### config.mk
export PLATFORM = sky130hd
export DESIGN_NAME = spark_dwell_scheduler_top
export DESIGN_NICKNAME = d
export VERILOG_FILES = /design/src/rtl/sds_pkg.sv /design/src/rtl/sds_div.sv /design/src/rtl/sds_dp.sv /design/src/rtl/sds_ctrl.sv /design/src/rtl/spark_dwell_scheduler_top.sv
export VERILOG_INCLUDE_DIRS = /design/src /design/src/rtl
export SDC_FILE = /design/constraint.sdc
export NUM_CORES = 2
export LEC_CHECK = 0
export ABC_CLOCK_PERIOD_IN_PS = 31500
export BUFFER_PORTS_ARGS = -buffer_cell sky130_fd_sc_hd__buf_2
export CAP_MARGIN = 20
export CORE_MARGIN = 2
export CORE_UTILIZATION = 55
export DETAILED_ROUTE_END_ITERATION = 10
export PLACE_DENSITY = 0.74
export RECOVER_POWER = 50
export SLEW_MARGIN = 20
export SYNTH_ARGS = -nofsm -noshare
export SYNTH_HDL_FRONTEND = slang
export SYNTH_SLANG_ARGS = --single-unit
### constraint.sdc
create_clock -name clk -period 31.5 [get_ports clk]
set_input_delay 3.15 -clock clk [delete_from_list [all_inputs] [get_ports clk]]
set_output_delay 3.15 -clock clk [all_outputs]
set_load 0.01 [all_outputs]
### src/rtl/spark_dwell_scheduler_top_defines.svh
// Assertion macros of the spark dwell scheduler RTL, used by sds_ctrl.
`ifndef SPARK_DWELL_SCHEDULER_TOP_DEFINES_SVH
`define SPARK_DWELL_SCHEDULER_TOP_DEFINES_SVH

// Same-cycle implication, checked outside reset.
`define SDS_ASSERT_NOW(label, clk, rst, ante, cons, msg) \
  label: assert property (@(posedge clk) disable iff (rst) (ante) |-> (cons)) else $error(msg);

// Next-cycle implication, checked outside reset.
`define SDS_ASSERT_NEXT(label, clk, rst, ante, cons, msg) \
  label: assert property (@(posedge clk) disable iff (rst) (ante) |=> (cons)) else $error(msg);

`endif

### src/rtl/sds_pkg.sv
// Types, constants and register codes of the spark dwell scheduler.
package sds_pkg;

  localparam int DEF_MAX_COILS     = 8;
  localparam int DEF_TEETH_PER_REV = 36;
  localparam int DEF_TIME_WIDTH    = 48;

  localparam int RPM_W   = 16;
  localparam int TOOTH_W = 7;
  localparam int IN_HDR_W = RPM_W + TOOTH_W + 1;
  localparam int OUT_DATA_W = 16;

  localparam int CFG_IDX_W  = 3;
  localparam int CFG_DATA_W = 32;
  localparam logic [CFG_IDX_W-1:0] CFG_ADVANCE   = 3'd0;
  localparam logic [CFG_IDX_W-1:0] CFG_DWELL     = 3'd1;
  localparam logic [CFG_IDX_W-1:0] CFG_MAX_DWELL = 3'd2;
  localparam logic [CFG_IDX_W-1:0] CFG_REV_LIMIT = 3'd3;
  localparam logic [CFG_IDX_W-1:0] CFG_CYL_COUNT = 3'd4;
  localparam logic [CFG_IDX_W-1:0] CFG_FIRING    = 3'd5;

  // Angles in tenths of a degree, signed.
  localparam int ANG_W = 18;
  localparam logic signed [ANG_W-1:0] ANG_SEQ    = 18'sd7200;
  localparam logic signed [ANG_W-1:0] ANG_WASTED = 18'sd3600;
  localparam logic signed [10:0] ADV_LO = -11'sd100;
  localparam logic signed [10:0] ADV_HI = 11'sd600;
  localparam logic [11:0] DWELL_MIN = 12'd500;
  localparam int SLOT_SPAN = 7200;

  // Restoring divider for the slot angle; dwell angle by reciprocal.
  localparam int DIVD_W  = 31;
  localparam int DIVS_W  = 17;
  localparam int STEPS_W = 5;
  localparam int SLOT_PROD_W = 17;
  localparam int DWELL_DEG_W = 15;
  localparam int SLOT_ANG_W  = 13;
  localparam int STEPS_SLOT  = 17;
  localparam int SLOT_W = 4;

  // x / 100000 = (x >> 5) / 3125; the quotient by 3125 is
  // (y * ceil(2^38 / 3125)) >> 38, exact for y below 2^26.
  localparam int DWELL_Y_LSB   = 5;
  localparam int DWELL_RECIP   = 87960931;
  localparam int DWELL_RECIP_W = 27;
  localparam int DWELL_SHIFT   = 38;

  typedef enum logic [3:0] {
    ST_IDLE, ST_DECIDE, ST_DW_MUL, ST_DW_DIV, ST_DW_WAIT, ST_SLOT, ST_SLOT_WAIT,
    ST_ANGLES, ST_CHECK, ST_APPLY, ST_NEXT, ST_OUT
  } sds_state_t;

  typedef struct packed {
    logic load_item;
    logic lim_enter;
    logic lim_clear;
    logic dw_mul;
    logic div_dwell;
    logic dwell_save;
    logic slot_init;
    logic div_slot;
    logic angles;
    logic check;
    logic apply;
    logic slot_next;
    logic out_load;
  } sds_cmd_t;

  typedef struct packed {
    logic div_busy;
    logic over_limit;
    logic limiter_flag;
    logic run_en;
    logic slot_ok;
    logic slot_last;
    logic out_stall;
  } sds_sts_t;

endpackage

### src/rtl/sds_div.sv
// Restoring shift-subtract divider, one quotient bit per cycle.
module sds_div (
  input  logic                       clk,
  input  logic                       rst,
  input  logic                       start,
  input  logic [sds_pkg::DIVD_W-1:0]  dividend,
  input  logic [sds_pkg::DIVS_W-1:0]  divisor,
  input  logic [sds_pkg::STEPS_W-1:0] steps,
  output logic                       busy,
  output logic [sds_pkg::DIVD_W-1:0]  quotient
);
  import sds_pkg::*;

  logic [DIVS_W:0]    rem;
  logic [DIVS_W:0]    rem_sh;
  logic               fits;
  logic [STEPS_W-1:0] cnt;

  assign rem_sh = {rem[DIVS_W-1:0], quotient[DIVD_W-1]};
  assign fits   = rem_sh >= {1'b0, divisor};

  always_ff @(posedge clk) begin
    if (rst) begin
      busy <= 1'b0;
      cnt  <= '0;
    end else if (start) begin
      busy <= 1'b1;
      cnt  <= steps;
    end else if (busy) begin
      cnt  <= cnt - 1'b1;
      busy <= (cnt != 5'd1);
    end
  end

  always_ff @(posedge clk) begin
    if (start) begin
      rem      <= '0;
      quotient <= dividend;
    end else if (busy) begin
      rem      <= fits ? rem_sh - {1'b0, divisor} : rem_sh;
      quotient <= {quotient[DIVD_W-2:0], fits};
    end
  end

endmodule

### src/rtl/sds_dp.sv
// Datapath: registers, item capture, angle math, coil state and result register.
module sds_dp #(
  parameter int MAX_COILS     = sds_pkg::DEF_MAX_COILS,
  parameter int TEETH_PER_REV = sds_pkg::DEF_TEETH_PER_REV,
  parameter int TIME_WIDTH    = sds_pkg::DEF_TIME_WIDTH
) (
  input  logic                               clk,
  input  logic                               rst,
  input  sds_pkg::sds_cmd_t                  cmd,
  output sds_pkg::sds_sts_t                  sts,
  input  logic [((sds_pkg::IN_HDR_W+TIME_WIDTH+7)/8)*8-1:0] in_data,
  output logic [sds_pkg::OUT_DATA_W-1:0]     out_data,
  output logic                               out_valid,
  input  logic                               out_ready,
  input  logic                               cfg_wr_en,
  input  logic [sds_pkg::CFG_IDX_W-1:0]      cfg_index,
  input  logic [sds_pkg::CFG_DATA_W-1:0]     cfg_wdata
);
  import sds_pkg::*;

  localparam int STEP_TENTHS = 3600 / TEETH_PER_REV;
  localparam int WINDOW      = STEP_TENTHS * 3 / 2;
  localparam int COIL_W      = (MAX_COILS > 1) ? $clog2(MAX_COILS) : 1;
  localparam logic signed [ANG_W-1:0] WIN_X = ANG_W'(WINDOW);
  localparam int RQ_W        = DIVD_W - DWELL_Y_LSB + DWELL_RECIP_W;

  // configuration
  logic signed [10:0] adv_reg;
  logic [11:0]        dwell_reg;
  logic [15:0]        max_dwell_reg;
  logic [15:0]        rev_limit_reg;
  logic [3:0]         cyl_cnt_reg;
  logic [31:0]        firing_reg;

  // captured item
  logic [RPM_W-1:0]      rpm;
  logic [TOOTH_W-1:0]    tooth;
  logic                  seq;
  logic [TIME_WIDTH-1:0] now;

  logic                  limiter_flag;
  logic [MAX_COILS-1:0]  coil;
  logic [TIME_WIDTH-1:0] dwell_mem [MAX_COILS];

  logic [27:0]            prod;
  logic [RQ_W-1:0]        dwell_rq;
  logic [DWELL_DEG_W-1:0] dwell_deg;
  logic [SLOT_W-1:0]      slot_idx;
  logic signed [ANG_W-1:0] spark;
  logic signed [ANG_W-1:0] start_ang;
  logic [TIME_WIDTH-1:0]  t_rd;
  logic                   hit_start;
  logic                   hit_spark;
  logic                   over_dwell;

  // combinational
  logic [3:0]  n_eff;
  logic [3:0]  entry;
  logic [COIL_W-1:0] cyl;
  logic [11:0] dw_lo;
  logic [11:0] dw;
  logic signed [10:0] adv_c;
  logic [SLOT_PROD_W-1:0] slot_prod;
  logic [DIVD_W-1:0]  dwell_x;
  logic div_start;
  logic [DIVD_W-1:0]  div_dividend;
  logic [DIVS_W-1:0]  div_divisor;
  logic [STEPS_W-1:0] div_steps;
  logic               div_busy;
  logic [DIVD_W-1:0]  div_quo;
  logic signed [ANG_W-1:0] a0, a1, a2, spark_c, st0, start_c;
  logic signed [ANG_W-1:0] cur;
  logic signed [ANG_W-1:0] d_start, d_spark;
  logic [TIME_WIDTH-1:0]   elapsed;
  logic c0, c_set, c2, c3;
  logic [7:0] coil_drive;

  function automatic logic signed [ANG_W-1:0] wrap_diff(
    input logic signed [ANG_W-1:0] d,
    input logic                    seq_m
  );
    logic signed [ANG_W-1:0] r;
    r = d;
    if (seq_m) begin
      if (r < 0) r = r + ANG_SEQ;
    end else if (r < 0) begin
      // truncating remainder of a negative value, then ANG_WASTED added once
      if (r <= -ANG_WASTED) r = r + ANG_WASTED;
      if (r < 0) r = r + ANG_WASTED;
    end else begin
      for (int j = 3; j >= 0; j--) begin
        if (r >= (ANG_WASTED <<< j)) r = r - (ANG_WASTED <<< j);
      end
    end
    return r;
  endfunction

  always_ff @(posedge clk) begin
    if (rst) begin
      adv_reg       <= 11'sd100;
      dwell_reg     <= 12'd3000;
      max_dwell_reg <= 16'd4000;
      rev_limit_reg <= 16'd7000;
      cyl_cnt_reg   <= '0;
      firing_reg    <= '0;
    end else if (cfg_wr_en) begin
      unique case (cfg_index)
        CFG_ADVANCE:   adv_reg       <= cfg_wdata[10:0];
        CFG_DWELL:     dwell_reg     <= cfg_wdata[11:0];
        CFG_MAX_DWELL: max_dwell_reg <= cfg_wdata[15:0];
        CFG_REV_LIMIT: rev_limit_reg <= cfg_wdata[15:0];
        CFG_CYL_COUNT: cyl_cnt_reg   <= cfg_wdata[3:0];
        CFG_FIRING:    firing_reg    <= cfg_wdata;
        default: ;
      endcase
    end
  end

  always_ff @(posedge clk) begin
    if (cmd.load_item) begin
      rpm   <= in_data[RPM_W-1:0];
      tooth <= in_data[RPM_W+TOOTH_W-1:RPM_W];
      seq   <= in_data[RPM_W+TOOTH_W];
      now   <= in_data[IN_HDR_W+TIME_WIDTH-1:IN_HDR_W];
    end
  end

  assign n_eff = ({1'b0, cyl_cnt_reg} > 5'(MAX_COILS)) ? 4'(MAX_COILS) : cyl_cnt_reg;

  always_comb begin
    entry = '0;
    for (int k = 0; k < 8; k++) begin
      if (int'(slot_idx) == k) entry = firing_reg[4*k +: 4];
    end
  end

  assign cyl = COIL_W'(entry - 4'd1);

  assign dw_lo = (dwell_reg < DWELL_MIN) ? DWELL_MIN : dwell_reg;
  assign dw    = ({4'b0, dw_lo} > max_dwell_reg) ? max_dwell_reg[11:0] : dw_lo;
  assign adv_c = (adv_reg < ADV_LO) ? ADV_LO : ((adv_reg > ADV_HI) ? ADV_HI : adv_reg);
  assign slot_prod = SLOT_PROD_W'(slot_idx) * SLOT_PROD_W'(SLOT_SPAN);

  // dwell * rpm * 6
  assign dwell_x = DIVD_W'({prod, 2'b00}) + DIVD_W'({prod, 1'b0});

  assign div_start    = cmd.div_slot;
  assign div_dividend = {slot_prod, {(DIVD_W-SLOT_PROD_W){1'b0}}};
  assign div_divisor  = DIVS_W'(n_eff);
  assign div_steps    = STEPS_W'(STEPS_SLOT);

  sds_div u_div (
    .clk      (clk),
    .rst      (rst),
    .start    (div_start),
    .dividend (div_dividend),
    .divisor  (div_divisor),
    .steps    (div_steps),
    .busy     (div_busy),
    .quotient (div_quo)
  );

  // spark and dwell start angles of the current slot
  always_comb begin
    a0 = $signed({{(ANG_W-SLOT_ANG_W){1'b0}}, div_quo[SLOT_ANG_W-1:0]}) - ANG_W'(adv_c);
    a1 = (a0 >= ANG_SEQ) ? a0 - ANG_SEQ : a0;
    a2 = (a1 < 0) ? a1 + ANG_SEQ : a1;
    spark_c = (!seq && a2 >= ANG_WASTED) ? a2 - ANG_WASTED : a2;
    st0 = spark_c - $signed({{(ANG_W-DWELL_DEG_W){1'b0}}, dwell_deg});
    start_c = (st0 < 0) ? st0 + (seq ? ANG_SEQ : ANG_WASTED) : st0;
  end

  assign cur     = $signed(ANG_W'(tooth) * ANG_W'(STEP_TENTHS));
  assign d_start = wrap_diff(cur - start_ang, seq);
  assign d_spark = wrap_diff(cur - spark, seq);
  assign elapsed = now - t_rd;

  always_ff @(posedge clk) begin
    if (cmd.dw_mul)     prod      <= 28'(dw) * 28'(rpm);
    if (cmd.div_dwell)
      dwell_rq <= RQ_W'(dwell_x[DIVD_W-1:DWELL_Y_LSB]) * RQ_W'(DWELL_RECIP);
    if (cmd.dwell_save) dwell_deg <= dwell_rq[DWELL_SHIFT +: DWELL_DEG_W];
    if (cmd.angles) begin
      spark     <= spark_c;
      start_ang <= start_c;
    end
    if (cmd.check) begin
      hit_start  <= (d_start >= 0) && (d_start < WIN_X);
      hit_spark  <= (d_spark >= 0) && (d_spark < WIN_X);
      over_dwell <= elapsed > TIME_WIDTH'(max_dwell_reg);
    end
  end

  always_ff @(posedge clk) begin
    if (rst) begin
      slot_idx <= '0;
    end else if (cmd.slot_init) begin
      slot_idx <= '0;
    end else if (cmd.slot_next) begin
      slot_idx <= slot_idx + 1'b1;
    end
  end

  // start charge, fire, then max dwell cutoff
  assign c0    = coil[cyl];
  assign c_set = hit_start & ~c0;
  assign c2    = (c0 | hit_start) & ~hit_spark;
  assign c3    = c2 & ~(over_dwell & ~c_set);

  always_ff @(posedge clk) begin
    if (rst) begin
      coil         <= '0;
      limiter_flag <= 1'b0;
    end else begin
      if (cmd.lim_enter) begin
        coil         <= '0;
        limiter_flag <= 1'b1;
      end
      if (cmd.lim_clear) limiter_flag <= 1'b0;
      if (cmd.apply) coil[cyl] <= c3;
    end
  end

  always_ff @(posedge clk) begin
    if (cmd.apply && c_set) dwell_mem[cyl] <= now;
    if (cmd.angles) t_rd <= dwell_mem[cyl];
  end

  generate
    for (genvar c = 0; c < 8; c++) begin : g_drive
      if (c < MAX_COILS) begin : g_on
        assign coil_drive[c] = coil[c];
      end else begin : g_off
        assign coil_drive[c] = 1'b0;
      end
    end
  endgenerate

  always_ff @(posedge clk) begin
    if (rst) begin
      out_valid <= 1'b0;
    end else if (cmd.out_load) begin
      out_valid <= 1'b1;
    end else if (out_ready) begin
      out_valid <= 1'b0;
    end
  end

  always_ff @(posedge clk) begin
    if (cmd.out_load) out_data <= {7'b0, limiter_flag, coil_drive};
  end

  assign sts.div_busy     = div_busy;
  assign sts.over_limit   = rpm > rev_limit_reg;
  assign sts.limiter_flag = limiter_flag;
  assign sts.run_en       = (rpm != '0) && (cyl_cnt_reg != '0);
  assign sts.slot_ok      = (entry != '0) && ({1'b0, entry} <= 5'(MAX_COILS));
  assign sts.slot_last    = slot_idx == (n_eff - 4'd1);
  assign sts.out_stall    = out_valid & ~out_ready;

endmodule

### src/rtl/sds_ctrl.sv
// Controller state machine sequencing one tooth item through the datapath.
`include "spark_dwell_scheduler_top_defines.svh"
module sds_ctrl (
  input  logic              clk,
  input  logic              rst,
  input  logic              in_valid,
  output logic              in_ready,
  output sds_pkg::sds_cmd_t cmd,
  input  sds_pkg::sds_sts_t sts
);
  import sds_pkg::*;

  sds_state_t state, state_next;

  always_ff @(posedge clk) begin
    if (rst) state <= ST_IDLE;
    else     state <= state_next;
  end

  always_comb begin
    state_next = state;
    unique case (state)
      ST_IDLE:      if (in_valid) state_next = ST_DECIDE;
      ST_DECIDE: begin
        if (sts.over_limit || !sts.run_en) state_next = ST_OUT;
        else                               state_next = ST_DW_MUL;
      end
      ST_DW_MUL:    state_next = ST_DW_DIV;
      ST_DW_DIV:    state_next = ST_DW_WAIT;
      ST_DW_WAIT:   state_next = ST_SLOT;
      ST_SLOT:      state_next = sts.slot_ok ? ST_SLOT_WAIT : ST_NEXT;
      ST_SLOT_WAIT: if (!sts.div_busy) state_next = ST_ANGLES;
      ST_ANGLES:    state_next = ST_CHECK;
      ST_CHECK:     state_next = ST_APPLY;
      ST_APPLY:     state_next = ST_NEXT;
      ST_NEXT:      state_next = sts.slot_last ? ST_OUT : ST_SLOT;
      ST_OUT:       if (!sts.out_stall) state_next = ST_IDLE;
      default:      state_next = ST_IDLE;
    endcase
  end

  always_comb begin
    cmd      = '0;
    in_ready = 1'b0;
    unique case (state)
      ST_IDLE: begin
        in_ready      = 1'b1;
        cmd.load_item = in_valid;
      end
      ST_DECIDE: begin
        cmd.lim_enter = sts.over_limit & ~sts.limiter_flag;
        cmd.lim_clear = ~sts.over_limit;
      end
      ST_DW_MUL:  cmd.dw_mul = 1'b1;
      ST_DW_DIV:  cmd.div_dwell = 1'b1;
      ST_DW_WAIT: begin
        cmd.dwell_save = 1'b1;
        cmd.slot_init  = 1'b1;
      end
      ST_SLOT:      cmd.div_slot = sts.slot_ok;
      ST_SLOT_WAIT: ;
      ST_ANGLES:    cmd.angles = 1'b1;
      ST_CHECK:     cmd.check = 1'b1;
      ST_APPLY:     cmd.apply = 1'b1;
      ST_NEXT:      cmd.slot_next = ~sts.slot_last;
      ST_OUT:       cmd.out_load = ~sts.out_stall;
      default: ;
    endcase
  end

  `SDS_ASSERT_NOW(a_div_idle, clk, rst, (cmd.div_dwell || cmd.div_slot), !sts.div_busy, "divider restarted while busy")
  `SDS_ASSERT_NOW(a_out_free, clk, rst, cmd.out_load, !sts.out_stall, "result register overwritten")
  `SDS_ASSERT_NEXT(a_accept, clk, rst, (in_valid && in_ready), (state == ST_DECIDE), "accepted item not processed")

endmodule

### src/rtl/spark_dwell_scheduler_top.sv
// Top level of the spark dwell scheduler: controller, datapath and ports.
//
// One input item per crank tooth event on the s_ stream; one result item per
// input on the m_ stream with the coil drive bits and the limiter flag.
// Configuration registers are written over cfg_wr_en / cfg_index / cfg_wdata
// (0 advance, 1 dwell, 2 max dwell, 3 rev limit, 4 cylinder count, 5 firing
// order); the user must write them only while the block is idle, which the
// block itself does not enforce. When the limiter acts or the block is
// disabled (rpm or cylinder count zero), the result is loaded straight after
// the decision; otherwise the steps are dwell product, reciprocal multiply
// for the dwell angle, save, then for each firing slot walked a 17 step
// division for the slot angle, then angle, check and update, with skipped
// slots passed over, and last the result load. One item is in work at a
// time; the next is taken the cycle after the result is registered.
// Reset clears coil state, limiter flag and configuration to defaults.
// If the receiver stalls, the result waits in the output register and a new
// item is still accepted; its result waits until the old one is taken.
module spark_dwell_scheduler_top #(
  parameter int MAX_COILS     = sds_pkg::DEF_MAX_COILS,
  parameter int TEETH_PER_REV = sds_pkg::DEF_TEETH_PER_REV,
  parameter int TIME_WIDTH    = sds_pkg::DEF_TIME_WIDTH
) (
  input  logic clk,
  input  logic rst,
  // tdata: engine_rpm[15:0], tooth_index[22:16], sequential_mode[23], time_us above
  input  logic s_tvalid,
  output logic s_tready,
  input  logic [((sds_pkg::IN_HDR_W+TIME_WIDTH+7)/8)*8-1:0] s_tdata,
  // tdata: coil_drive[7:0], limiter_active[8], zero fill
  output logic m_tvalid,
  input  logic m_tready,
  output logic [sds_pkg::OUT_DATA_W-1:0] m_tdata,
  input  logic cfg_wr_en,
  input  logic [sds_pkg::CFG_IDX_W-1:0] cfg_index,
  input  logic [sds_pkg::CFG_DATA_W-1:0] cfg_wdata
);
  import sds_pkg::*;

  sds_cmd_t cmd;
  sds_sts_t sts;

  sds_ctrl u_ctrl (
    .clk      (clk),
    .rst      (rst),
    .in_valid (s_tvalid),
    .in_ready (s_tready),
    .cmd      (cmd),
    .sts      (sts)
  );

  sds_dp #(
    .MAX_COILS     (MAX_COILS),
    .TEETH_PER_REV (TEETH_PER_REV),
    .TIME_WIDTH    (TIME_WIDTH)
  ) u_dp (
    .clk       (clk),
    .rst       (rst),
    .cmd       (cmd),
    .sts       (sts),
    .in_data   (s_tdata),
    .out_data  (m_tdata),
    .out_valid (m_tvalid),
    .out_ready (m_tready),
    .cfg_wr_en (cfg_wr_en),
    .cfg_index (cfg_index),
    .cfg_wdata (cfg_wdata)
  );

endmodule

==> metrics.md <==
| Metric | Value |
|---|---|
| Worst stage delay on the critical path | `roughly 0.75 ns` |
| Setup TNS | `0 ns` |
| Biggest regs | `u_dp.dwell_mem (384), u_dp.now (48), u_dp.t_rd (48)` |
| Crit path max fanout | `7` |
| Largest area contributor in the netlist | `edfxtp_1` |
| Post-detail-place hpwl | `107,000 µm` |
| Layout Cells excl Fill | `about 7,300` |
| Gr usage total | `0.2635` |
| Tmin final | `12.50 ns` |
| Final WL | `146,000 µm` |
| First drt pass iteration count | `6` |
| Worst reg2reg setup slack | `~19 ns` |
| Die area | `111,200 µm²` |
| Clk slew on worst S/H paths | `0.06 ns` |
| Fin worst setup slack | `19.00 ns` |
| Fin crit share | `0.3967` |
| Max transition margin | `-1.874` |
| Synthesized area per cell | `between 10 and 15 µm²` |
| Port Buffers | `122` |
| Rows | `120` |
| Critical Path Source | `u_dp.prod[1]` |
| Die X | `approximately 330 µm` |
| Initial Util | `0.5559` |
| Clock skew after layout | `0.06472 ns` |
| Worst skew pair latency | `around 0.7 ns` |
| Pins Over Slew Limit | `188` |
| Hold Vio Cnt, Final | `0` |
| Post-CTS Resized | `0` |
| First-pass GRT wire length | `233,600 µm` |
| Largest net degree at the start of global routing | `90` |
| Number of flip-flops in the largest register | `384` |
| Ys flop type | `edfxtp_1` |
| R2r worst-path depth | `50` |
| Synth cell types | `118` |
| Synth cell count leaders | `763 x inv_1, 622 x edfxtp_1, 595 x ha_1` |
| Die Y | `333.4 µm` |
| Routed wire per std cell | `about 20 µm` |
| Hold Crit Depth | `0` |
| Fill count | `8,628` |
| Max-cap violations | `5` |
| Clock buffer count from CTS | `81` |
| Reg2Reg Launch Point | `u_dp.prod[1]` |
| Most frequent cell after synthesis | `inv_1` |
| Antenna-violating nets left | `0` |
| Layout net count | `6,960` |
| Post-synthesis register bit count | `between 700 and 800` |
| RePlAce Congestion | `0.9448` |
| DRT iter0 DRCs | `slightly below 4,000` |
| Postcts setup bufs | `0` |
| Max clock buf depth | `3` |
| DRC viols | `0` |
| Congestion Overflow GR | `0` |
| Multi-input gate area | `34,540 µm²` |
| RSZ-0062 raised after global routing | `false` |
| Register area | `21,700 µm²` |
| CP startpoint kind | `register` |
| Worst hold path type | `reg -> reg` |
| Post-place instance area | `roughly 62,000 µm²` |
| Endpoint, Worst Hold | `u_dp.dwell_deg[10]` |
| Core Region | `107,400 µm²` |
| Post-route cell area | `between 60,000 and 70,000 µm²` |
| H-Tree Depth | `3` |
| Yosys top cell area share | `0.3130` |
| Vias per Instance | `~5.9` |
| Dpl ws | `19.21 ns` |
| Ranking of synthesized cells by area | `edfxtp_1 31%, fa_1 14%, ha_1 12%` |
| Share of cells above drive strength 1 | `0.07340` |
| Seq/Total Area, Yosys | `0.3636` |
| CTS tree | `done` |
| Fmax achieved | `80.02 MHz` |
| I/O pin cnt | `130` |
| R2R Path End | `u_dp.dwell_rq[46]` |
| Hold path start | `u_dp.dwell_rq[48]` |
| Initial antenna violation count | `3` |
| Ys async rst share | `0` |
| Nature of the critical path endpoint | `register` |
| Root Buffer | `clkbuf_16` |
| Crit-path most repeated cell | `a21oi_1` |
| CP arrival | `between 10 and 15 ns` |
| Cts hold-fix bufs | `0` |
| Post-synth EDFFs | `622` |
| Crit path kind | `reg -> reg` |
| Synth warn | `0` |
| Highest-delay cell along the critical path | `xor2_1` |
| Mapped Area | `between 50,000 and 60,000 µm²` |
| # clock sinks | `773` |
| Run status | `complete, but fails checks` |
| Failing checks | `max-capacitance violations, max-slew violations` |
| Vias in the first global route | `between 40,000 and 50,000` |
| Post-Synthesis Cells | `5,760` |
| Crit path required time | `31.89 ns` |
| P&R area growth vs syn | `8.267%` |
| Slew @ Worst Pin | `4.311 ns` |
| Most flop-heavy register | `u_dp.dwell_mem` |
| Post-Place Cells | `7,155` |
| DR vias | `43,360` |
| Final setup violation count | `0` |
logic make-up after synthesis:
| family | after synthesis | synth area share |
|---|---|---|
| xor+xnor | 259 | 0.03900 |
| simple gates | 1511 | 0.1223 |
| buf+inv | 958 | 0.06107 |
| flops | 773 | 0.3636 |
| other cells | 1 | 0.00006284 |
| mux | 119 | 0.02063 |
| fa+ha+maj | 1014 | 0.2651 |
| compound gates | 1125 | 0.1282 |
layout by cell type (no fill, tap or decap), drive strengths merged, types with 18 or more instances in the layout:
master,instances
inv,768
edfxtp,622
ha,595
nand2,516
fa,418
nor2,320
a21oi,284
o21ai,194
xnor2,183
buf,159
dfxtp,151
a22oi,145
clkbuf,123
nor3,107
mux2i,96
nand3,86
and2,84
nand4,76
xor2,75
a21o,66
or2,55
a211oi,53
nand2b,48
nor2b,45
o211ai,39
and3,34
a31oi,34
nor4,33
o21a,32
clkinv,31
or3,30
o22ai,30
a21boi,29
o21bai,26
o31ai,26
mux2,23
nor3b,18
routing by layer:
layer / up-vias / GRT usage / part of all wire
li1: 20320 / - / -
met1: 21200 / 0.3899 / 0.45
met2: 1641 / 0.4089 / 0.45
met3: 193 / 0.04146 / 0.082
met4: 4 / 0.05950 / 0.020
met5: - / 0 / 0.00012
worst max-delay path: cells and delay by family (launching register included):
kind,cells,cell delay (ns)
AO/OA/AOI/OAI,28,6.13
AND/OR/NAND/NOR,7,1.05
XOR/XNOR,2,0.80
adder cells (fa/ha/maj),9,3.60
flip-flops,1,0.38
buffers and inverters,4,0.23
worst max-delay path by stage:
stage	slack (ns)	depth (start not counted)	endpoint
after detailed placement	19.21	50	u_dp.dwell_rq[46]
after CTS	19.14	50	u_dp.dwell_rq[46]
after global placement	19.36	46	u_dp.dwell_rq[46]
after floorplan	20.71	46	u_dp.dwell_rq[46]
after global routing	18.12	50	u_dp.dwell_rq[46]
final	19.00	50	u_dp.dwell_rq[46]
layout make-up:
cell class              instances  share of cell area
diodes                          1          0.00003873
clock buffers                 105             0.03406
clock inverters                42            0.008366
inverters                     767             0.04456
multi-input cells            4035              0.5346
flip-flops and latches        773              0.3359
well taps                    1403             0.02717
repair buffers                177             0.01530
metrics by stage:
step                      hold WS, ns  utilization
final                          0.4192       0.6019
after global routing           0.4265       0.6019
after CTS                      0.4187       0.6021
after detailed placement       0.4045       0.5766
after global placement         0.4013       0.5765
after floorplan                0.4003            -
Power is left out: the tool's default activity adds up to more than one toggle a clock period on the data nets, which glitch-free logic cannot reach.
